==> src/hw/rtl/epse_pkg.sv <==
// shared types, constants and rounding helpers for the even polynomial surface evaluator
package epse_pkg;

    localparam int DATA_W     = 32;
    localparam int FRAC_W     = 16;
    localparam int ACC_W      = 54;
    localparam int PROD_W     = 65;
    localparam int RND_W      = PROD_W - FRAC_W;
    localparam int NUM_COEFFS = 4;
    localparam int ADDR_W     = 5;

    localparam logic [DATA_W-1:0]        INV_APERTURE_RESET = 32'h0001_0000;
    localparam logic signed [DATA_W:0]   ONE_Q16            = 33'sh0_0001_0000;
    localparam logic signed [DATA_W-1:0] SAT_MAX            = 32'sh7FFF_FFFF;
    localparam logic signed [DATA_W-1:0] SAT_MIN            = 32'sh8000_0000;
    localparam logic signed [PROD_W-1:0] ROUND_POS          = 65'sh8000;
    localparam logic signed [PROD_W-1:0] ROUND_NEG          = 65'sh7FFF;

    typedef enum logic [2:0] {
        REG_BASE_HEIGHT      = 3'd0,
        REG_INVERSE_APERTURE = 3'd1,
        REG_TERM_COUNT       = 3'd2,
        REG_COEFF_ONE        = 3'd3,
        REG_COEFF_TWO        = 3'd4,
        REG_COEFF_THREE      = 3'd5,
        REG_COEFF_FOUR       = 3'd6
    } reg_index_t;

    typedef struct packed {
        logic [DATA_W-1:0]                   base_height;
        logic [DATA_W-1:0]                   inverse_aperture;
        logic [2:0]                          term_count;
        logic [NUM_COEFFS-1:0][DATA_W-1:0]   coeff;
    } cfg_t;

    typedef struct packed {
        logic signed [DATA_W-1:0] u;
        logic signed [DATA_W-1:0] p;
        logic signed [ACC_W-1:0]  h_acc;
        logic signed [ACC_W-1:0]  s_acc;
        logic signed [ACC_W-1:0]  h_term;
        logic signed [ACC_W-1:0]  s_term;
        logic                     flag;
    } pipe_t;

    typedef struct packed {
        logic [DATA_W-1:0] value;
        logic              clip;
    } sat_t;

    // rescale by 2^16, half away from zero
    function automatic logic signed [RND_W-1:0] rnd16(input logic signed [PROD_W-1:0] v);
        logic signed [PROD_W-1:0] sum;
        sum = v + (v[PROD_W-1] ? ROUND_NEG : ROUND_POS);
        return sum[PROD_W-1:FRAC_W];
    endfunction

    function automatic sat_t sat32(input logic signed [RND_W-1:0] v);
        sat_t res;
        res.clip  = (v[RND_W-1:DATA_W-1] != {(RND_W-DATA_W+1){v[DATA_W-1]}});
        res.value = res.clip ? (v[RND_W-1] ? SAT_MIN : SAT_MAX) : v[DATA_W-1:0];
        return res;
    endfunction

endpackage

==> src/hw/rtl/epse_regs.sv <==
// apb register file for height, aperture, term count and coefficients
module epse_regs (
    input  logic                              aclk,
    input  logic                              aresetn,
    input  logic                              psel,
    input  logic                              penable,
    input  logic                              pwrite,
    input  logic [epse_pkg::ADDR_W-1:0]       paddr,
    input  logic [epse_pkg::DATA_W-1:0]       pwdata,
    output logic [epse_pkg::DATA_W-1:0]       prdata,
    output logic                              pready,
    output epse_pkg::cfg_t                    cfg
);

    epse_pkg::cfg_t       cfg_reg;
    epse_pkg::reg_index_t index;
    logic                 wr_en;

    assign index  = epse_pkg::reg_index_t'(paddr[4:2]);
    assign wr_en  = psel && penable && pwrite;
    assign pready = 1'b1;
    assign cfg    = cfg_reg;

    always_ff @(posedge aclk) begin
        if (!aresetn) begin
            cfg_reg.base_height      <= '0;
            cfg_reg.inverse_aperture <= epse_pkg::INV_APERTURE_RESET;
            cfg_reg.term_count       <= '0;
            cfg_reg.coeff            <= '0;
        end else if (wr_en) begin
            case (index)
                epse_pkg::REG_BASE_HEIGHT:      cfg_reg.base_height      <= pwdata;
                epse_pkg::REG_INVERSE_APERTURE: cfg_reg.inverse_aperture <= pwdata;
                epse_pkg::REG_TERM_COUNT:       cfg_reg.term_count       <= pwdata[2:0];
                epse_pkg::REG_COEFF_ONE:        cfg_reg.coeff[0]         <= pwdata;
                epse_pkg::REG_COEFF_TWO:        cfg_reg.coeff[1]         <= pwdata;
                epse_pkg::REG_COEFF_THREE:      cfg_reg.coeff[2]         <= pwdata;
                epse_pkg::REG_COEFF_FOUR:       cfg_reg.coeff[3]         <= pwdata;
                default: begin
                end
            endcase
        end
    end

    always_comb begin
        case (index)
            epse_pkg::REG_BASE_HEIGHT:      prdata = cfg_reg.base_height;
            epse_pkg::REG_INVERSE_APERTURE: prdata = cfg_reg.inverse_aperture;
            epse_pkg::REG_TERM_COUNT:       prdata = {29'd0, cfg_reg.term_count};
            epse_pkg::REG_COEFF_ONE:        prdata = cfg_reg.coeff[0];
            epse_pkg::REG_COEFF_TWO:        prdata = cfg_reg.coeff[1];
            epse_pkg::REG_COEFF_THREE:      prdata = cfg_reg.coeff[2];
            epse_pkg::REG_COEFF_FOUR:       prdata = cfg_reg.coeff[3];
            default:                        prdata = '0;
        endcase
    end

endmodule

==> config.mk <==
export PLATFORM = sky130hd
export DESIGN_NAME = epse_regs
export DESIGN_NICKNAME = d
export VERILOG_FILES = /design/src/hw/rtl/epse_pkg.sv /design/src/hw/rtl/epse_regs.sv
export SDC_FILE = /design/constraint.sdc
export NUM_CORES = 1
export LEC_CHECK = 0
export ABC_AREA = 1
export BUFFER_PORTS_ARGS = -buffer_cell sky130_fd_sc_hd__buf_2
export CORE_MARGIN = 1
export CORE_UTILIZATION = 53
export CTS_CLUSTER_SIZE = 10
export DETAILED_ROUTE_END_ITERATION = 12
export MAX_ROUTING_LAYER = met4
export PLACE_DENSITY_LB_ADDON = 0.08
export SLEW_MARGIN = 5
export SYNTH_ARGS = -nofsm -noshare
export SYNTH_HDL_FRONTEND = slang
export SYNTH_SLANG_ARGS = --single-unit
export TNS_END_PERCENT = 20
==> constraint.sdc <==
create_clock -name aclk -period 1.4 [get_ports aclk]
set_clock_uncertainty 0.2 [all_clocks]
set_input_delay 0.07 -clock aclk [delete_from_list [all_inputs] [get_ports aclk]]
set_output_delay 0.07 -clock aclk [all_outputs]
set_load 0.02 [all_outputs]
Word level (Yosys, flattened, before mapping)

Cells that the tools add are included.

Register bits after elaboration: 195
Input port bits: 42
Output and inout port bits: 228
Logic and storage cells: 24

Equality and inequality tests: 6
Muxes and demuxes: 1
Reduce and logical (&&, ||, !) cells: 10

Operator list:

| cell                 | number |
|---|---|
| $pmux W32 S7         | 1 |
| $reduce_and A2 Y1    | 7 |
| $eq A3 B3 Y1 const B | 3 |
| $eq A3 B2 Y1 const B | 2 |
| $eq A3 B1 Y1 const B | 1 |
| $logic_not A3 Y1     | 1 |
| $logic_and A1 B1 Y1  | 2 |

Longest topological paths before layout

Word-level depth: 3
Depth in mapped cells: 10
Depth with buffers taken out: 7

Least setup slack after synthesis

No wires, ideal clock.

Kind: input port to output port
Start: in paddr[3] (netlist name)
End: out prdata[10] (netlist name)
Arrival time: 1.069 ns
Required time: 1.130 ns
Slack: 0.061 ns
Cell stages on the path: 10
Path buffers: 3
Path through: buf_2 -> inv_2 -> buf_6 -> nand2_1 -> nor2_4 -> buf_4 -> nand2_1 -> nand2_1 -> inv_1 -> nand2_1

Cells in the longest elaborated chain, start to end: 2
Elaborated cells between the ends (all ways): 8
Classes of those cells: 6 x eq/ne; 1 x mux; 1 x reduce/logical

Ends and longest elaborated chain:

| element                              | RTL line        | RTL |
|---|---|---|
| from (decl)                          | epse_regs.sv:8  | `input logic [epse_pkg::ADDR_W-1:0] paddr,` |
| $eq A3 B3 Y1 (tied with other cells) | epse_regs.sv:46 | `case (index)` |
| $pmux W32 S7 *                       | epse_regs.sv:46 |  |
| to (decl)                            | epse_regs.sv:10 | `output logic [epse_pkg::DATA_W-1:0] prdata,` |

Mark *: on every way between the ends. The rest lies on a longest branch, timed or not.

Final worst setup path

Start: reg cfg_reg, in the netlist cfg[71]
End: out prdata[7] (netlist name)

Cells in the longest elaborated chain, start to end: 1

Ends and longest elaborated chain:

| element      | RTL line        | RTL |
|---|---|---|
| from (decl)  | epse_regs.sv:15 | `epse_pkg::cfg_t cfg_reg;` |
| $pmux W32 S7 | epse_regs.sv:46 |  |

No other way between the ends.

==> flow_summary.json <==
{
  "rsz0062_at_grt": "yes",
  "cts-buffers-inserted": 17,
  "grt_usage_pct": 37.2,
  "dp_hpwl_mm": 23.9,
  "wirelength_mm": 34.4,
  "async_flop_share_pct": 0,
  "crit_top_cell": "nand2_1",
  "syn_nets": 1574,
  "wire_per_inst_um": 16.7,
  "final_max_slew_viol_count": 0,
  "via_count": 11000,
  "p_per_area_nw_per_um2": 937,
  "critPathArrivalTime_ps": 1360,
  "critical_path.cell_chain": "nand4_1 -> nand2_1 -> nor2_2 -> nand2_1 -> buf_2",
  "hold_path.class": "in -> reg",
  "drtIter0Drc": 1105,
  "initial_utilization_pct": 54.9,
  "die_area_um2": 18700,
  "synth_cell_types": 20,
  "clkLatencyLatePin_ps": 440,
  "cts_tree": "built",
  "synth_seq_cells": 195,
  "final_antenna_net_count": 0,
  "leakagePower_nw": 6.57,
  "root_buffer": "clkbuf_16",
  "synth_common_cells": "nand2_1, nor2_1, dfxtp_1",
  "syn_area_um2": 9600,
  "yosysMostFrequentCell": "nand2_1",
  "multi_input_area_um2": 5070,
  "finalPower_mw": 12.1,
  "seqCellArea_um2": 3980,
  "syn_area_per_cell_um2": 6.27,
  "fmax_mhz": 614,
  "grt_pass1_wl_mm": 51.1,
  "yosys_warnings": 0,
  "antenna_found_initial": 0,
  "cp_max_fo": 3,
  "grt_start_max_net_pins": 53,
  "ys.flop_type": "dfxtp_1",
  "rows": 48,
  "clk_pin_slew_ps": 70,
  "critPathKind": "reg -> out",
  "cpPeakStageDelay_ps": 330,
  "grt_pass1_vias": 9700,
  "h-tree-depth": 4,
  "die_w_um": 137,
  "fp.dieH_um": 137,
  "antenna_cells": 0,
  "min_period_ps": 1630,
  "outcome": "finished with violations",
  "ir_drop_uv": 895,
  "hold_viol": 0,
  "setup_slack_ps": -228,
  "yosysTopAreaCell": "dfxtp_1",
  "synthCells": 1532,
  "whs_ps": 30.7,
  "place_inst": 1985,
  "cts.sinks": 195,
  "syn_to_final_growth_pct": 35.0,
  "synth-edff-count": 0,
  "setup_viol": 32,
  "drc": 0,
  "synth_area_leaders": "dfxtp_1, nand2_1, nor2_1, nand3_1, nand4_1",
  "overflow": 0,
  "drv_cap": 0,
  "violations": "negative setup slack",
  "cp-end-kind": "output port",
  "drive_above_1_share_pct": 28.7,
  "synth-seq-area-share_pct": 40.7,
  "core_um2": 17500,
  "cts_buffer_depth": 2,
  "gp_congestion": 0.949,
  "worstSetupStartpointType": "flip-flop",
  "synth.top_cell.area_share_pct": 40.7,
  "num_io_pins": 270,
  "preCtsSetupSlack_ps": -169,
  "layout.nets": 1869,
  "crit_path_top_delay_cell": "dfxtp_1",
  "io_buffers": 266,
  "largest_register_ffs": 195,
  "via_per_inst": 5.34,
  "first_pass_iters": 8,
  "final_cells": 2064,
  "num-fill-cells": 1470,
  "required_ps": 1130,
  "finalCritPeriodShare_pct": 116
}
[routing by layer]
layer | GRT usage (%) | part of all wire, % | up-vias
met5 | - | 0 | -
met4 | 25.4 | 6.2 | 0
met1 | 39.8 | 36 | 4940
met2 | 62.7 | 49 | 579
li1 | - | - | 5372
met3 | 6.59 | 8.0 | 134
[cell type report]
| type | instances | area share, % |
|---|---|---|
| clock buffer | 18 | 3.39 |
| tap | 225 | 2.17 |
| timing repair buffer | 387 | 21.4 |
| sequential | 195 | 30.7 |
| inverter | 68 | 1.97 |
| clock inverter | 13 | 1.23 |
| multi-input combinational | 1158 | 39.1 |
[final timing paths]
kind,startpoint,end,slack [ps],depth (start not counted)
setup / recovery,cfg[71]$_SDFFE_PN0P_,prdata[7],-230,5
hold / removal,penable,cfg[130]$_SDFFE_PN0P_,30,5
setup reg to reg,cfg[99]$_SDFFE_PN0P_,cfg[99]$_SDFFE_PN0P_,490,3
hold reg to reg,cfg[83]$_SDFFE_PN0P_,cfg[83]$_SDFFE_PN0P_,290,2
[critical path: cells and delay by family, from the launching register on]
family	cells	cell delay [ps]
flops	1	330
buf+inv	1	160
simple gates	4	430
[stage by stage]
step	utilization [%]	cell area, um^2	TNS [ps]
2_1_floorplan	-	9600	0
3_3_place_gp	65.5	11500	-15320
3_5_place_dp	65.5	11500	-17530
4_1_cts	73.4	12800	-5320
5_1_grt	74.2	13000	-6800
6_report	74.2	13000	-5440
[logic make-up after synthesis]
logic type / Yosys count / synth area share [%]
and+or+nand+nor: 1151 / 49.6
DFF: 195 / 40.7
other: 1 / 0.0391
buffers and inverters: 179 / 9.39
AOI/OAI and AO/OA: 6 / 0.313
[cells in the final DEF (no fill, tap or decap), drive strengths merged]
| cell | count |
|---|---|
| o21ai | 1 |
| nand3 | 145 |
| nor2 | 444 |
| nand2 | 488 |
| a21oi | 5 |
| nand4 | 74 |
| dlygate4sd3 | 34 |
| clkinvlp | 3 |
| clkbuf | 18 |
| buf | 353 |
| dfxtp | 195 |
| bufinv | 3 |
| clkinv | 6 |
| inv | 69 |
| conb | 1 |
[timing repair]
action,in CTS,in global routing
hold buffers,34,0
resized for setup,141,46
setup buffers,11,3
endpoints found under the hold margin,195,0
pin swaps,44,25
setup endpoints to repair,32,32
[power by group]
group | total [mW] | switching [mW] | internal (mW) | leakage (nW)
logic | 1.40 | 0.902 | 0.498 | 4.67
clock network | 5.07 | 2.22 | 2.85 | 0.288
registers | 5.68 | 0.0596 | 5.62 | 1.61
total | 12.1 | 3.18 | 8.96 | 6.57
No activity file was read; power rests on OpenSTA's default activity.
