[config.mk]
export PLATFORM = sky130hd
export DESIGN_NAME = epse_front
export DESIGN_NICKNAME = d
export VERILOG_FILES = /design/src/hw/rtl/epse_pkg.sv /design/src/hw/rtl/epse_front.sv
export SDC_FILE = /design/constraint.sdc
export NUM_CORES = 2
export LEC_CHECK = 0
export BUFFER_PORTS_ARGS = -buffer_cell sky130_fd_sc_hd__buf_2
export CAP_MARGIN = 20
export CORE_MARGIN = 2
export CORE_UTILIZATION = 55
export DETAILED_ROUTE_END_ITERATION = 6
export PLACE_DENSITY = 0.91
export REMOVE_ABC_BUFFERS = 1
export SYNTH_ARGS = -nofsm -noshare
export SYNTH_HDL_FRONTEND = slang
export SYNTH_SLANG_ARGS = --single-unit
export TNS_END_PERCENT = 1
[constraint.sdc]
create_clock -name aclk -period 9.28 [get_ports aclk]
set_input_delay 1.856 -clock aclk [delete_from_list [all_inputs] [get_ports aclk]]
set_output_delay 1.856 -clock aclk [all_outputs]
set_load 0.05 [all_outputs]
[src/hw/rtl/epse_pkg.sv]
// shared types, constants and rounding helpers for the even polynomial surface evaluator
package epse_pkg;

    localparam int DATA_W     = 32;
    localparam int FRAC_W     = 16;
    localparam int ACC_W      = 54;
    localparam int PROD_W     = 65;
    localparam int RND_W      = PROD_W - FRAC_W;
    localparam int NUM_COEFFS = 4;
    localparam int ADDR_W     = 5;

    localparam logic [DATA_W-1:0]        INV_APERTURE_RESET = 32'h0001_0000;
    localparam logic signed [DATA_W:0]   ONE_Q16            = 33'sh0_0001_0000;
    localparam logic signed [DATA_W-1:0] SAT_MAX            = 32'sh7FFF_FFFF;
    localparam logic signed [DATA_W-1:0] SAT_MIN            = 32'sh8000_0000;
    localparam logic signed [PROD_W-1:0] ROUND_POS          = 65'sh8000;
    localparam logic signed [PROD_W-1:0] ROUND_NEG          = 65'sh7FFF;

    typedef enum logic [2:0] {
        REG_BASE_HEIGHT      = 3'd0,
        REG_INVERSE_APERTURE = 3'd1,
        REG_TERM_COUNT       = 3'd2,
        REG_COEFF_ONE        = 3'd3,
        REG_COEFF_TWO        = 3'd4,
        REG_COEFF_THREE      = 3'd5,
        REG_COEFF_FOUR       = 3'd6
    } reg_index_t;

    typedef struct packed {
        logic [DATA_W-1:0]                   base_height;
        logic [DATA_W-1:0]                   inverse_aperture;
        logic [2:0]                          term_count;
        logic [NUM_COEFFS-1:0][DATA_W-1:0]   coeff;
    } cfg_t;

    typedef struct packed {
        logic signed [DATA_W-1:0] u;
        logic signed [DATA_W-1:0] p;
        logic signed [ACC_W-1:0]  h_acc;
        logic signed [ACC_W-1:0]  s_acc;
        logic signed [ACC_W-1:0]  h_term;
        logic signed [ACC_W-1:0]  s_term;
        logic                     flag;
    } pipe_t;

    typedef struct packed {
        logic [DATA_W-1:0] value;
        logic              clip;
    } sat_t;

    // rescale by 2^16, half away from zero
    function automatic logic signed [RND_W-1:0] rnd16(input logic signed [PROD_W-1:0] v);
        logic signed [PROD_W-1:0] sum;
        sum = v + (v[PROD_W-1] ? ROUND_NEG : ROUND_POS);
        return sum[PROD_W-1:FRAC_W];
    endfunction

    function automatic sat_t sat32(input logic signed [RND_W-1:0] v);
        sat_t res;
        res.clip  = (v[RND_W-1:DATA_W-1] != {(RND_W-DATA_W+1){v[DATA_W-1]}});
        res.value = res.clip ? (v[RND_W-1] ? SAT_MIN : SAT_MAX) : v[DATA_W-1:0];
        return res;
    endfunction

endpackage

[src/hw/rtl/epse_front.sv]
// front stages: magnitude of x, scale by 1/A, round and clip to u
module epse_front (
    input  logic                          aclk,
    input  logic                          aresetn,
    input  epse_pkg::cfg_t                cfg,
    input  logic [2:0]                    term_limit,
    input  logic                          in_valid,
    output logic                          in_ready,
    input  logic [epse_pkg::DATA_W-1:0]   in_position,
    output logic                          out_valid,
    input  logic                          out_ready,
    output epse_pkg::pipe_t               out_pipe
);

    logic [2:0]  v_reg;
    logic [2:0]  ld;

    logic [31:0] mag_reg;
    logic        neg0_reg;
    logic [63:0] prod_reg;
    logic        neg1_reg;

    logic [63:0] rsum;
    logic [47:0] rmag;
    logic        clip_u;
    logic [31:0] u_next;
    epse_pkg::pipe_t pipe_reg;

    always_comb begin
        ld[2] = !v_reg[2] || out_ready;
        ld[1] = !v_reg[1] || ld[2];
        ld[0] = !v_reg[0] || ld[1];
    end

    assign in_ready  = ld[0];
    assign out_valid = v_reg[2];
    assign out_pipe  = pipe_reg;

    always_ff @(posedge aclk) begin
        if (!aresetn) begin
            v_reg <= '0;
        end else begin
            if (ld[0]) v_reg[0] <= in_valid;
            if (ld[1]) v_reg[1] <= v_reg[0];
            if (ld[2]) v_reg[2] <= v_reg[1];
        end
    end

    // round half away from zero on the magnitude, then clip with the sign
    always_comb begin
        rsum = prod_reg + 64'h8000;
        rmag = rsum[63:16];
        if (neg1_reg) begin
            clip_u = (rmag[47:32] != '0) || (rmag[31] && (rmag[30:0] != '0));
            u_next = clip_u ? epse_pkg::SAT_MIN : (32'd0 - rmag[31:0]);
        end else begin
            clip_u = (rmag[47:31] != '0);
            u_next = clip_u ? epse_pkg::SAT_MAX : rmag[31:0];
        end
    end

    always_ff @(posedge aclk) begin
        if (ld[0]) begin
            neg0_reg <= in_position[31];
            mag_reg  <= in_position[31] ? (32'd0 - in_position) : in_position;
        end
        if (ld[1]) begin
            neg1_reg <= neg0_reg;
            prod_reg <= 64'(mag_reg) * 64'(cfg.inverse_aperture);
        end
        if (ld[2]) begin
            pipe_reg.u      <= u_next;
            pipe_reg.p      <= u_next;
            pipe_reg.h_acc  <= {{(epse_pkg::ACC_W-32){cfg.base_height[31]}}, cfg.base_height};
            pipe_reg.s_acc  <= '0;
            pipe_reg.h_term <= '0;
            pipe_reg.s_term <= '0;
            // no terms means u is never formed, so no clip to report
            pipe_reg.flag   <= clip_u && (term_limit != 3'd0);
        end
    end

endmodule

### Yosys cells after proc, flatten, opt, wreduce, memory -nomap -nowiden

Cells that the tools add are included.
Widths: inputs -> output; s select.

| storage, ports and cells | value |
|---|---|
| memory bits (writable) | 0 |
| output and inout port bits | 283 |
| latch bits | 0 |
| bits in read-only memories | 0 |
| word-level logic and storage cells | 33 |
| memories | 0 |
| register bits after elaboration | 166 |
| bits of input ports | 234 |

| cells by class | value |
|---|---|
| shift operators | 0 |
| $add $sub $neg | 3 |
| div/mod/pow operators | 0 |
| mux-type cells | 5 |
| reduce and logical (&&, ||, !) cells | 13 |
| equality and inequality tests | 0 |
| order comparisons | 0 |
| bitwise gates (word level) | 0 |
| multiply operators | 1 |

Operators by type and width:

| operator | number |
|---|---|
| $mux 32 | 3 |
| $add 64x16->64 const B | 1 |
| $mul 32x32->64 | 1 |
| $sub 1x32->32 const A | 2 |
| $mux 31 | 1 |
| $reduce_bool 31->1 | 1 |
| $reduce_bool 17->1 | 1 |
| $reduce_bool 16->1 | 1 |
| $logic_or 1x1->1 | 4 |
| $logic_not 1->1 | 3 |
| $reduce_bool 3->1 | 1 |
| $logic_and 1x1->1 | 2 |
| $mux 1 | 1 |

### Depth between registers and ports, before layout

| logic depth | value |
|---|---|
| depth in word-level cells | 6 |
| mapped depth | 28 |
| depth with buffers taken out | 26 |

### Worst setup path after synthesis

No wires, ideal clock.

| timing path | value |
|---|---|
| kind | in2reg |
| start | input port cfg[133] in the netlist's numbering |
| end | register prod_reg[52], data pin |
| stages on the path | 25 |
| required time | 9.016 ns |
| setup time | 0.264 ns |
| buffers on the path | 2 |
| data arrival time | 8.604 ns |
| slack | 0.413 ns |
| cell sequence | clkbuf_1 and2_1 fa_1 inv_1 fa_1 fa_1 fa_1 inv_1 fa_1 inv_1 fa_1 inv_1 fa_1 fa_1 ha_1 clkbuf_1 and4_1 and2_1 a22oi_1 and4b_1 a21oi_1 a311oi_1 o21ai_1 a221oi_1 xnor2_1 |

| on the way | value |
|---|---|
| word-level cells in the longest chain between the ends | 1 |

RTL lines:

| element | RTL line | text |
|---|---|---|
| start, declared | epse_front.sv:5 | `input epse_pkg::cfg_t cfg,` |
| $mul 32x32->64 | epse_front.sv:69 | `prod_reg <= 64'(mag_reg) * 64'(cfg.inverse_aperture);` |
| end signal, assigned | epse_front.sv:69 |  |
| end, declared | epse_front.sv:20 | `logic [63:0] prod_reg;` |

No other way between the ends.
A chain may end at the register's enable or synchronous reset.

### Worst setup path after layout

| timing path | value |
|---|---|
| start | input port cfg[136] in the netlist's numbering |
| end | register prod_reg[52], data pin |

The elaborated chain is that of the path after synthesis.

==> results.sh <==
export IMPL_grt_pass1_vias=35030
export IMPL_yosys_top_cells_area="fa_1 (42%), edfxtp_1 (11%), and2_1 (9.1%)"
export IMPL_pin_count=517
export IMPL_area_growth_pct=4.888
export IMPL_synth_edf_count=148
export IMPL_ant_nets=0
export IMPL_syn_area_per_cell_um2=9.358
export IMPL_grt_pass1_wl_mm=177.3
export IMPL_synth_top_area_share_pct=42.42
export IMPL_ys_warnings_count=0
export IMPL_fin_crit_sh_pct=96.70
export IMPL_grt_max_degree=66
export IMPL_crit_path_start_kind="primary input"
export IMPL_met1_length_mm=37.52
export IMPL_crit_fanout=15
export IMPL_cp_common_cell="fa_1"
export IMPL_clk_path_buf_depth=2
export IMPL_yosysTopAreaCell="fa_1"
export IMPL_finalCriticalPeriod_ns=8.974
export IMPL_detail_route_vias_per_cell=5.638
export IMPL_syn_area_um2=42230
export IMPL_dr_pass1_iters=7
export IMPL_start_util_pct=55.61
export IMPL_overflow=0
export IMPL_yosysSeqAreaShare_pct=10.67
export IMPL_grtUsageTotal_pct=28.70
export IMPL_nets=5985
export IMPL_violations="design-rule violations"
export IMPL_crit_chain="buf_2 -> buf_4 -> and2_1 -> fa_1 -> fa_1 -> fa_1 -> inv_1 -> fa_1 -> inv_1 -> fa_1 -> fa_1 -> fa_1 -> fa_1 -> ha_1 -> and3_1 -> and2_1 -> a22oi_2 -> and4b_1 -> a21oi_2 -> a311oi_2 -> o21ai_1 -> a221oi_1 -> xnor2_1"
export IMPL_finalHoldViolations=0
export IMPL_arrival_ns=9.16
export IMPL_dr_wl_met2_mm=54.21
export IMPL_slew_headroom_pct=17.21
export IMPL_drt_initial_drc_count=2810
export IMPL_clockRootBuffer="clkbuf_16"
export IMPL_synth_common_cells="inv_1 (903), fa_1 (895), and2_1 (611)"
export IMPL_path_clk_slew_ns=0.07
export IMPL_cts_tree="built"
export IMPL_synth_top_flop_cell="edfxtp_1"
export IMPL_critical_path_class="in -> reg"
export IMPL_setup_viol=0
export IMPL_drv_slew=0
export IMPL_routed_wl_mm=109.6
export IMPL_yosys_register_bits=151
export IMPL_dieArea_um2=79020
export IMPL_rsz0062_at_grt="no"
export IMPL_synth_distinct_cells=80
export IMPL_die_w_um=281.1
export IMPL_highest_layer="met5"
export IMPL_largest_reg_flops=65
export IMPL_path_delay_family="adder cells"
export IMPL_hp_class="reg -> reg"
export IMPL_yosysMostFrequentCell="inv_1"
export IMPL_status="complete, but fails checks"
export IMPL_critPathBufInv=4
export IMPL_antenna_found_initial=2
export IMPL_slowest_delay_ns=0.56
export IMPL_max_freq_ghz=0.1114
export IMPL_crit_path_end_kind="flop"
export IMPL_maxCapViolCount=0
export IMPL_die_y_um=281.1
export IMPL_required_ns=9.47
export IMPL_synthArstFlopShare_pct=0
export IMPL_cts_max_level=4
export IMPL_cts_made_buffers=17
export IMPL_wl_met3_mm=12.05
export IMPL_dpl_hpwl_mm=91.31
export IMPL_finalClockSkew_ns=0.01363
export IMPL_via_count=31782
export IMPL_routedWlPerCell_um=19.45
export IMPL_syn_inst=4513
export IMPL_rows=101
export IMPL_numClockSinks=151
export IMPL_worst_slew_pin_slew_ns=1.242
export IMPL_core_area_um2=75950
export IMPL_clock_latency_ns=0.46
export IMPL_drc_errors=1
export IMPL_drive_gt1_share_pct=9.097
export IMPL_critPathSlowestCell="fa_1"
export IMPL_io_buffers=223
export IMPL_cts_hold_buf=0
export IMPL_final_setup_tns_ns=0
export IMPL_gp_congestion=0.9488
==> what timing repair did <==
item                                    4_1_cts  5_1_grt
endpoints found under the setup margin        0       16
setup buffers                                 0        0
resized for setup                             0        9
==> per-stage QoR <==
stage,setup slack (ns),hold slack (ns),utilization [%],instance area (um2),cells
global placement,0.01266,0.4912,57.49,43660,5603
CTS,0.1800,0.5346,58.25,44240,5635
detailed placement,-0.2891,0.5207,57.49,43660,5603
floorplan,0.1620,0.4003,-,40320,4226
global route,0.01458,0.5953,58.32,44300,5636
finish,0.3061,0.5285,58.33,44300,5637
==> final timing paths <==
path | from | endpoint | slack, ns | cells past startpoint
worst max-delay path | cfg[136] | prod_reg[52] | 0.31 | 23
worst min-delay path | v_reg[0] | v_reg[1] | 0.53 | 2
worst max register to register | mag_reg[11] | prod_reg[52] | 0.85 | 23
worst min register to register | v_reg[0] | v_reg[1] | 0.53 | 2
==> logic make-up (layout without fill, tap and decap cells) <==
family	count (synthesis)	count (layout)	synth area share, %
simple gates	1421	1421	17.69
other cells	1	163	0.008879
flops	151	151	10.67
xor+xnor	127	127	2.634
fa+ha+maj	1158	1158	50.22
compound gates	295	295	4.592
mux	8	8	0.1896
buf+inv	1352	1284	14.00
==> per-layer routing <==
layer | up-vias | track usage, %
met5 | - | 0
met4 | 4 | 14.38
met3 | 533 | 8.105
met2 | 1999 | 48.63
met1 | 15859 | 33.35
li1 | 13387 | -
==> layout by cell type, fill, tap and decap left out, drive strengths merged, types with 6 or more instances in the layout <==
master,Yosys,layout
a221oi,7,7
xnor2,87,87
a21oi,90,90
a31oi,15,15
conb,1,162
mux2i,8,8
o21ai,58,58
nor3,34,34
nor2,55,55
a22oi,7,7
and3,21,21
or3,13,13
fa,895,895
nand4,44,44
and4,12,12
o41ai,7,7
ha,263,263
inv,903,912
nand3,45,45
nand2,538,538
o21a,6,6
o31ai,8,8
o21bai,7,7
edfxtp,148,148
buf,230,344
and2,611,611
a211oi,16,16
clkinv,1,7
nor4,13,13
clkbuf,218,21
xor2,40,40
a21o,32,32
a311oi,10,10
or4,11,11
==> cell type report <==
class | count | area [um2]
fillers | 5882 | 31650
flip-flops and latches | 151 | 4504
clock inverters | 15 | 153.9
multi-input cells | 3171 | 32450
repair buffers | 348 | 2077
diodes | 1 | 2.502
clock buffers | 17 | 425.4
inverters | 904 | 3393
well taps | 1030 | 1289
==> tightest hold or removal path, stage by stage (launching register included) <==
cell,delay (ns)
dfxtp_1,0.35
a21oi_1,0.05
nor2b_1,0.10
Power is not shown: default switching activity piles up to over one toggle a cycle in this logic, so the estimate is an artifact.
