## src/hw/rtl/epse_pkg.sv

```systemverilog
// shared types, constants and rounding helpers for the even polynomial surface evaluator
package epse_pkg;

    localparam int DATA_W     = 32;
    localparam int FRAC_W     = 16;
    localparam int ACC_W      = 54;
    localparam int PROD_W     = 65;
    localparam int RND_W      = PROD_W - FRAC_W;
    localparam int NUM_COEFFS = 4;
    localparam int ADDR_W     = 5;

    localparam logic [DATA_W-1:0]        INV_APERTURE_RESET = 32'h0001_0000;
    localparam logic signed [DATA_W:0]   ONE_Q16            = 33'sh0_0001_0000;
    localparam logic signed [DATA_W-1:0] SAT_MAX            = 32'sh7FFF_FFFF;
    localparam logic signed [DATA_W-1:0] SAT_MIN            = 32'sh8000_0000;
    localparam logic signed [PROD_W-1:0] ROUND_POS          = 65'sh8000;
    localparam logic signed [PROD_W-1:0] ROUND_NEG          = 65'sh7FFF;

    typedef enum logic [2:0] {
        REG_BASE_HEIGHT      = 3'd0,
        REG_INVERSE_APERTURE = 3'd1,
        REG_TERM_COUNT       = 3'd2,
        REG_COEFF_ONE        = 3'd3,
        REG_COEFF_TWO        = 3'd4,
        REG_COEFF_THREE      = 3'd5,
        REG_COEFF_FOUR       = 3'd6
    } reg_index_t;

    typedef struct packed {
        logic [DATA_W-1:0]                   base_height;
        logic [DATA_W-1:0]                   inverse_aperture;
        logic [2:0]                          term_count;
        logic [NUM_COEFFS-1:0][DATA_W-1:0]   coeff;
    } cfg_t;

    typedef struct packed {
        logic signed [DATA_W-1:0] u;
        logic signed [DATA_W-1:0] p;
        logic signed [ACC_W-1:0]  h_acc;
        logic signed [ACC_W-1:0]  s_acc;
        logic signed [ACC_W-1:0]  h_term;
        logic signed [ACC_W-1:0]  s_term;
        logic                     flag;
    } pipe_t;

    typedef struct packed {
        logic [DATA_W-1:0] value;
        logic              clip;
    } sat_t;

    // rescale by 2^16, half away from zero
    function automatic logic signed [RND_W-1:0] rnd16(input logic signed [PROD_W-1:0] v);
        logic signed [PROD_W-1:0] sum;
        sum = v + (v[PROD_W-1] ? ROUND_NEG : ROUND_POS);
        return sum[PROD_W-1:FRAC_W];
    endfunction

    function automatic sat_t sat32(input logic signed [RND_W-1:0] v);
        sat_t res;
        res.clip  = (v[RND_W-1:DATA_W-1] != {(RND_W-DATA_W+1){v[DATA_W-1]}});
        res.value = res.clip ? (v[RND_W-1] ? SAT_MIN : SAT_MAX) : v[DATA_W-1:0];
        return res;
    endfunction

endpackage

```

## src/hw/rtl/epse_back.sv

```systemverilog
// back stages: final sums, height clip, slope scaling by 1/A and clip, output register
module epse_back (
    input  logic                          aclk,
    input  logic                          aresetn,
    input  epse_pkg::cfg_t                cfg,
    input  logic                          in_valid,
    output logic                          in_ready,
    input  epse_pkg::pipe_t               in_pipe,
    output logic                          out_valid,
    input  logic                          out_ready,
    output logic [epse_pkg::DATA_W-1:0]   out_height,
    output logic [epse_pkg::DATA_W-1:0]   out_slope,
    output logic                          out_flag
);

    localparam int ACC_W = epse_pkg::ACC_W;

    logic [4:0] v_reg;
    logic [4:0] ld;

    // stage 1
    logic signed [ACC_W-1:0] h1_reg;
    logic signed [ACC_W-1:0] s1_reg;
    logic                    f1_reg;
    // stage 2
    epse_pkg::sat_t          h_sat;
    logic [ACC_W-1:0]        m_next;
    logic [31:0]             h2_reg;
    logic [ACC_W-1:0]        m_reg;
    logic                    sneg2_reg;
    logic                    f2_reg;
    // stage 3
    logic [63:0]             t_lo_reg;
    logic [ACC_W-1:0]        t_hi_reg;
    logic [31:0]             h3_reg;
    logic                    sneg3_reg;
    logic                    f3_reg;
    // stage 4
    logic [63:0]             low_sum;
    logic [48:0]             r_wide;
    logic                    r_cap;
    logic [32:0]             r_next;
    logic [32:0]             r_reg;
    logic [31:0]             h4_reg;
    logic                    sneg4_reg;
    logic                    f4_reg;
    // stage 5
    logic                    s_clip;
    logic [31:0]             slope_next;
    logic [31:0]             height_reg;
    logic [31:0]             slope_reg;
    logic                    flag_reg;

    always_comb begin
        ld[4] = !v_reg[4] || out_ready;
        for (int i = 3; i >= 0; i--) begin
            ld[i] = !v_reg[i] || ld[i+1];
        end
    end

    assign in_ready   = ld[0];
    assign out_valid  = v_reg[4];
    assign out_height = height_reg;
    assign out_slope  = slope_reg;
    assign out_flag   = flag_reg;

    always_ff @(posedge aclk) begin
        if (!aresetn) begin
            v_reg <= '0;
        end else begin
            if (ld[0]) v_reg[0] <= in_valid;
            for (int i = 1; i < 5; i++) begin
                if (ld[i]) v_reg[i] <= v_reg[i-1];
            end
        end
    end

    assign h_sat  = epse_pkg::sat32(h1_reg[epse_pkg::RND_W-1:0]);
    assign m_next = s1_reg[ACC_W-1] ? ACC_W'(-s1_reg) : s1_reg;

    // slope rescale, split into the low 32 bits and the high 22 bits of the sum magnitude
    always_comb begin
        low_sum = t_lo_reg + 64'h8000;
        r_wide  = 49'({t_hi_reg[14:0], 16'h0000}) + 49'(low_sum[63:16]);
        r_cap   = (t_hi_reg >= ACC_W'(32'h8000)) || (r_wide > 49'h1_0000_0000);
        r_next  = r_cap ? 33'h1_0000_0000 : r_wide[32:0];
    end

    // a negative sum gives a positive slope
    always_comb begin
        if (sneg4_reg) begin
            s_clip     = r_reg[32] || r_reg[31];
            slope_next = s_clip ? epse_pkg::SAT_MAX : r_reg[31:0];
        end else begin
            s_clip     = r_reg[32] || (r_reg[31] && (r_reg[30:0] != '0));
            slope_next = s_clip ? epse_pkg::SAT_MIN : (32'd0 - r_reg[31:0]);
        end
    end

    always_ff @(posedge aclk) begin
        if (ld[0]) begin
            h1_reg <= in_pipe.h_acc + in_pipe.h_term;
            s1_reg <= in_pipe.s_acc + in_pipe.s_term;
            f1_reg <= in_pipe.flag;
        end
        if (ld[1]) begin
            h2_reg    <= h_sat.clip ? (h1_reg[ACC_W-1] ? epse_pkg::SAT_MIN : epse_pkg::SAT_MAX)
                                    : h1_reg[31:0];
            m_reg     <= m_next;
            sneg2_reg <= s1_reg[ACC_W-1];
            f2_reg    <= f1_reg | (h1_reg[ACC_W-1:31] != {(ACC_W-31){h1_reg[31]}});
        end
        if (ld[2]) begin
            t_lo_reg  <= 64'(m_reg[31:0]) * 64'(cfg.inverse_aperture);
            t_hi_reg  <= ACC_W'(m_reg[ACC_W-1:32]) * ACC_W'(cfg.inverse_aperture);
            h3_reg    <= h2_reg;
            sneg3_reg <= sneg2_reg;
            f3_reg    <= f2_reg;
        end
        if (ld[3]) begin
            r_reg     <= r_next;
            h4_reg    <= h3_reg;
            sneg4_reg <= sneg3_reg;
            f4_reg    <= f3_reg;
        end
        if (ld[4]) begin
            height_reg <= h4_reg;
            slope_reg  <= slope_next;
            flag_reg   <= f4_reg | s_clip;
        end
    end

endmodule

```

## config.mk

```make
export PLATFORM = sky130hd
export DESIGN_NAME = epse_back
export DESIGN_NICKNAME = d
export VERILOG_FILES = /design/src/hw/rtl/epse_pkg.sv /design/src/hw/rtl/epse_back.sv
export SDC_FILE = /design/constraint.sdc
export NUM_CORES = 2
export LEC_CHECK = 0
export ABC_AREA = 1
export BUFFER_PORTS_ARGS = -buffer_cell sky130_fd_sc_hd__buf_2
export CAP_MARGIN = 40
export CORE_MARGIN = 4
export CORE_UTILIZATION = 40
export CTS_BUF_LIST = sky130_fd_sc_hd__clkbuf_4
export DETAILED_ROUTE_END_ITERATION = 10
export SLEW_MARGIN = 30
export SYNTH_ARGS = -nofsm -noshare
export SYNTH_HDL_FRONTEND = slang
export SYNTH_SLANG_ARGS = --single-unit
```

## constraint.sdc

```tcl
create_clock -name aclk -period 27.3 [get_ports aclk]
set_input_delay 2.73 -clock aclk [delete_from_list [all_inputs] [get_ports aclk]]
set_output_delay 2.73 -clock aclk [all_outputs]
set_load 0.02 [all_outputs]
```

==> After elaboration in Yosys (flattened, before gate mapping) <==
Index checks and enable logic that the tools add are counted.
{ "totals": {"out_inout_bits": 67, "elab_cells": 61, "regBits": 486} }
{ "classes": {"muxes": 7, "addsub": 6, "n_lt_le_gt_ge": 2, "reduce_logical": 15, "n_eq_ne": 2, "n_mul": 2, "bitwise_logic": 2} }
{ "op_table": {"columns": ["cell", "n"], "rows": [
  ["two-way mux 32 bit", 5],
  ["adder 54 bit", 2],
  ["adder 64 x 16 -> 64 bit, second input constant", 1],
  ["multiplier 32 x 32 -> 64 bit", 1],
  ["greater-or-equal comparator 54 x 16 -> 1 bit, second input constant", 1],
  ["multiplier 22 x 32 -> 54 bit", 1],
  ["negator 54 bit", 1],
  ["two-way mux 53 bit", 1],
  ["adder 31 x 48 -> 49 bit", 1],
  ["> comparator 49 x 33 -> 1 bit, second input constant", 1],
  ["subtractor 1 x 32 -> 32 bit, first input constant", 1],
  ["nonzero test 31 bit", 1],
  ["!= test 22 bit", 1],
  ["!= test 17 bit", 1],
  ["logical OR 1 bit", 8],
  ["zero test 1 bit", 5],
  ["bitwise OR 1 bit", 2],
  ["logical AND 1 bit", 1],
  ["two-way mux 1 bit", 1]
]} }

==> Logic depth before layout (Yosys ltp) <==
{ "depth": {"ltp_word": 6, "depth_mapped": 34, "depth_no_buf": 32} }

==> Worst setup path after synthesis <==
Ideal clock, no wire load.
{ "synth_path": {"path_type": "in2out", "startpoint": "input port out_ready", "endpoint": "output port in_ready", "path_slack_ns": 13.392, "t_arrival_ns": 11.178, "required_time_ns": 24.570, "cell_stages": 8, "path_cell_list": "nor2_1 > inv_1 > nor2_1 > inv_1 > nor2_1 > inv_1 > nor2_1 > nand2_1"} }
{ "synth_between": {"elab_chain_len": 5} }
{ "synth_lines": {"columns": ["item", "line", "source"], "rows": [
  ["start: declaration", "epse_back.sv:10", "input logic out_ready,"],
  ["logical OR 1 bit", "epse_back.sv:55", "ld[4] = !v_reg[4] || out_ready;"],
  ["named net ld[4]", "epse_back.sv:19", "logic [4:0] ld;"],
  ["logical OR 1 bit", "epse_back.sv:57", "ld[i] = !v_reg[i] || ld[i+1];"],
  ["named net ld[3]", "epse_back.sv:19", null],
  ["logical OR 1 bit", "epse_back.sv:57", null],
  ["named net ld[2]", "epse_back.sv:19", null],
  ["logical OR 1 bit (2 in a row)", "epse_back.sv:57", null],
  ["end: declaration", "epse_back.sv:7", "output logic in_ready,"]
]} }
The timed path passes the listed nets, and every way through them passes these cells.

==> Worst setup path in the final report <==
{ "layout_path": {"startpoint": "input port cfg[143] (netlist bit)", "endpoint": "register t_lo_reg[50] (data pin)"} }
{ "layout_between": {"elab_chain_len": 1} }
{ "layout_lines": {"columns": ["item", "line", "source"], "rows": [
  ["start: declaration", "epse_back.sv:5", "input epse_pkg::cfg_t cfg,"],
  ["multiplier 32 x 32 -> 64 bit", "epse_back.sv:114", "t_lo_reg <= 64'(m_reg[31:0]) * 64'(cfg.inverse_aperture);"],
  ["end signal: assignment", "epse_back.sv:114", null],
  ["end: declaration", "epse_back.sv:33", "logic [63:0] t_lo_reg;"]
]} }
No other way between the ends.
A chain may end at the register's enable or synchronous reset.

==> results.toml <==
[clocking]
htree_levels = 4
clk_latency_ns = 1.08
cts_hold_buf = 0
cts_buffers = 130
cts_tree = "yes"
cts_root_buf = "clkbuf_4"
clock_path_buffers = 3
path_clk_slew_ns = 0.07
post_cts_buffers = 0
cts.sinks = 471
cts-resized-gates = 0

[floorplanning]
dieHeight_um = 465
initial_core_util_pct = 40.3
coreArea_um2 = 207000
ioPinCount = 547
die_w_um = 465
dieArea_um2 = 216000
fp-row-count = 167

[synth]
yosys_warnings = 0
synth_seq_cells = 471
synth.area.mux_share_pct = 0
ys_seq_area_share_pct = 16.9
synth_xor_area_share_pct = 3.06
synth_compound_area_share_pct = 5.24
synth_top_family_by_area = "adder cells"
synth_nets = 12673
netlist_area_um2 = 83600
synthArstFlopShare_pct = 0
postSynthCellCount = 10145
synth_fa_ha_area_share_pct = 44.1
synth-edff-count = 466
synth_ff_type = "edfxtp_1"
syn_area_per_cell_um2 = 8.24
synth_simple_gate_area_share_pct = 16.6
synth_cell_type_count = 59

[detailed_routing]
wl_met3_um = 15500
post_drt_wl_per_cell_um = 17.4
route.met2.wl_um = 107000
ant_nets = 0
drtIter0Drc = 4361
detail_route.first_pass.iterations = 8
top_layer = "met5"
routed_wl_um = 230000
vias = 65244
drc = 0
met1_length_um = 101000
vias_per_cell = 4.94

[sta]
final-max-slew-violation-count = 0
hold_viol_final = 0
grt_setup_unrepaired = "no"
finalSetupTns_ns = 0
fin_crit_sh_pct = 36.6
finalWorstSetupSlack_ns = 17.30
slew_headroom_pct = 38.1
finClkSkew_ns = 0.0953
period_minus_slack_ns = 10.00
worstMarginPinSlew_ns = 0.929
setup_viol = 0
hold_ws_ns = 0.404
fmax_mhz = 100

[global_routing]
grt_overflow = 0
grt_pass1_vias = 70050
grt_max_degree = 65
grt_pass1_wl_um = 376000
grt_usage_pct = 21.7
antenna_found_initial = 18

[critical_path]
path_max_fanout = 32
crit_type = "input pin to flop"
cpMostUsedCell = "fa_1"
worst_path_largest_cell_delay_ns = 0.59
end_kind = "flop"
critPathBufInv = 4
crit_family = "adder cells"
cp.required_ns = 28.13
cp.arrival_ns = 10.83
slowest_stage = "fa_1"
startpoint_type = "input pin"
crit_chain = "buf_2, buf_4, nand2_1, fa_1, fa_1, fa_1, inv_1, fa_1, fa_1, fa_1, fa_1, fa_1, ha_1, a21oi_1, o21ai_0, a21oi_1, o21ai_0, a21oi_1, inv_1, a21oi_1, o21ai_0, xor2_1"

[cells_and_area]
area_growth_pct = 7.49
final_cell_mix = "inv_1, nand2_1, fa_1, ha_1, nor2_1"
drive_gt1_share_pct = 6.96
layout_commonest_cell = "inv_1"
fin_util_pct = 43.3
fillCellCount = 20740
fin_nets = 12854

[hold_path]
hold_path.class = "flop to flop"

[job]
drv_cap = 0

[place]
dpl_worst_slack_ns = 16.29
port_buffers = 319
dp_hpwl_um = 182000
place_congestion = 0.928

[run_status]
status = "complete, no violations"
final timing paths:
kind,start,endpoint,slack (ns),cells after the start
max,cfg[143],t_lo_reg[50],17.30,22
min,h2_reg[9],h3_reg[9],0.40,0
max reg2reg,m_reg[13],t_lo_reg[50],19.38,21
min reg2reg,h2_reg[9],h3_reg[9],0.40,0
area by class of cell:
cell class | count | area [um2] | share of cell area [%]
clock buffer | 172 | 1290 | 1.44
clock inverter | 50 | 339 | 0.378
antenna | 13 | 32.5 | 0.0362
sequential | 471 | 14100 | 15.7
tap | 2788 | 3490 | 3.88
timing repair buffer | 426 | 2540 | 2.83
multi-input combinational | 6531 | 57600 | 64.2
inverter | 2766 | 10400 | 11.6
logic make-up after synthesis:
kind of cell	count (synthesis)
buffers and inverters	3143
flip-flops	471
XOR/XNOR	292
AO/OA/AOI/OAI	781
adder cells (fa/ha/maj)	2048
AND/OR/NAND/NOR	3410
metal layers:
metal  vias up  GRT usage (%)
met2      2251           35.4
met1     32255           29.9
met4        12           7.06
li1      30323              -
met5         -              0
met3       403           3.15
through the flow:
step	area, um2	instances
after floorplan	83600	10145
after global placement	87900	12972
after detailed placement	88000	12976
after CTS	89600	13198
after global routing	89800	13210
final	89800	13217
synth_stat cells, types with 18 or more instances:
master / number / share of area (%)
buf_1: 20 / 0.090
o31ai_1: 18 / 0.16
edfxtp_1: 466 / 17
fa_1: 1495 / 36
nand4_1: 62 / 0.46
nor3_2: 33 / 0.40
xor2_1: 175 / 1.8
o21a_1: 44 / 0.40
nand3_1: 128 / 0.77
nor3_1: 59 / 0.35
a31oi_1: 48 / 0.36
nor2_1: 506 / 2.3
nand2_1: 2520 / 11
clkbuf_1: 351 / 1.6
inv_1: 2759 / 12
o21ai_0: 228 / 1.4
nor4_1: 28 / 0.21
ha_1: 553 / 8.3
xnor2_1: 117 / 1.2
a21oi_1: 357 / 2.1
Power is not shown: default switching activity piles up to over one toggle a cycle in this logic, so the estimate is an artifact.
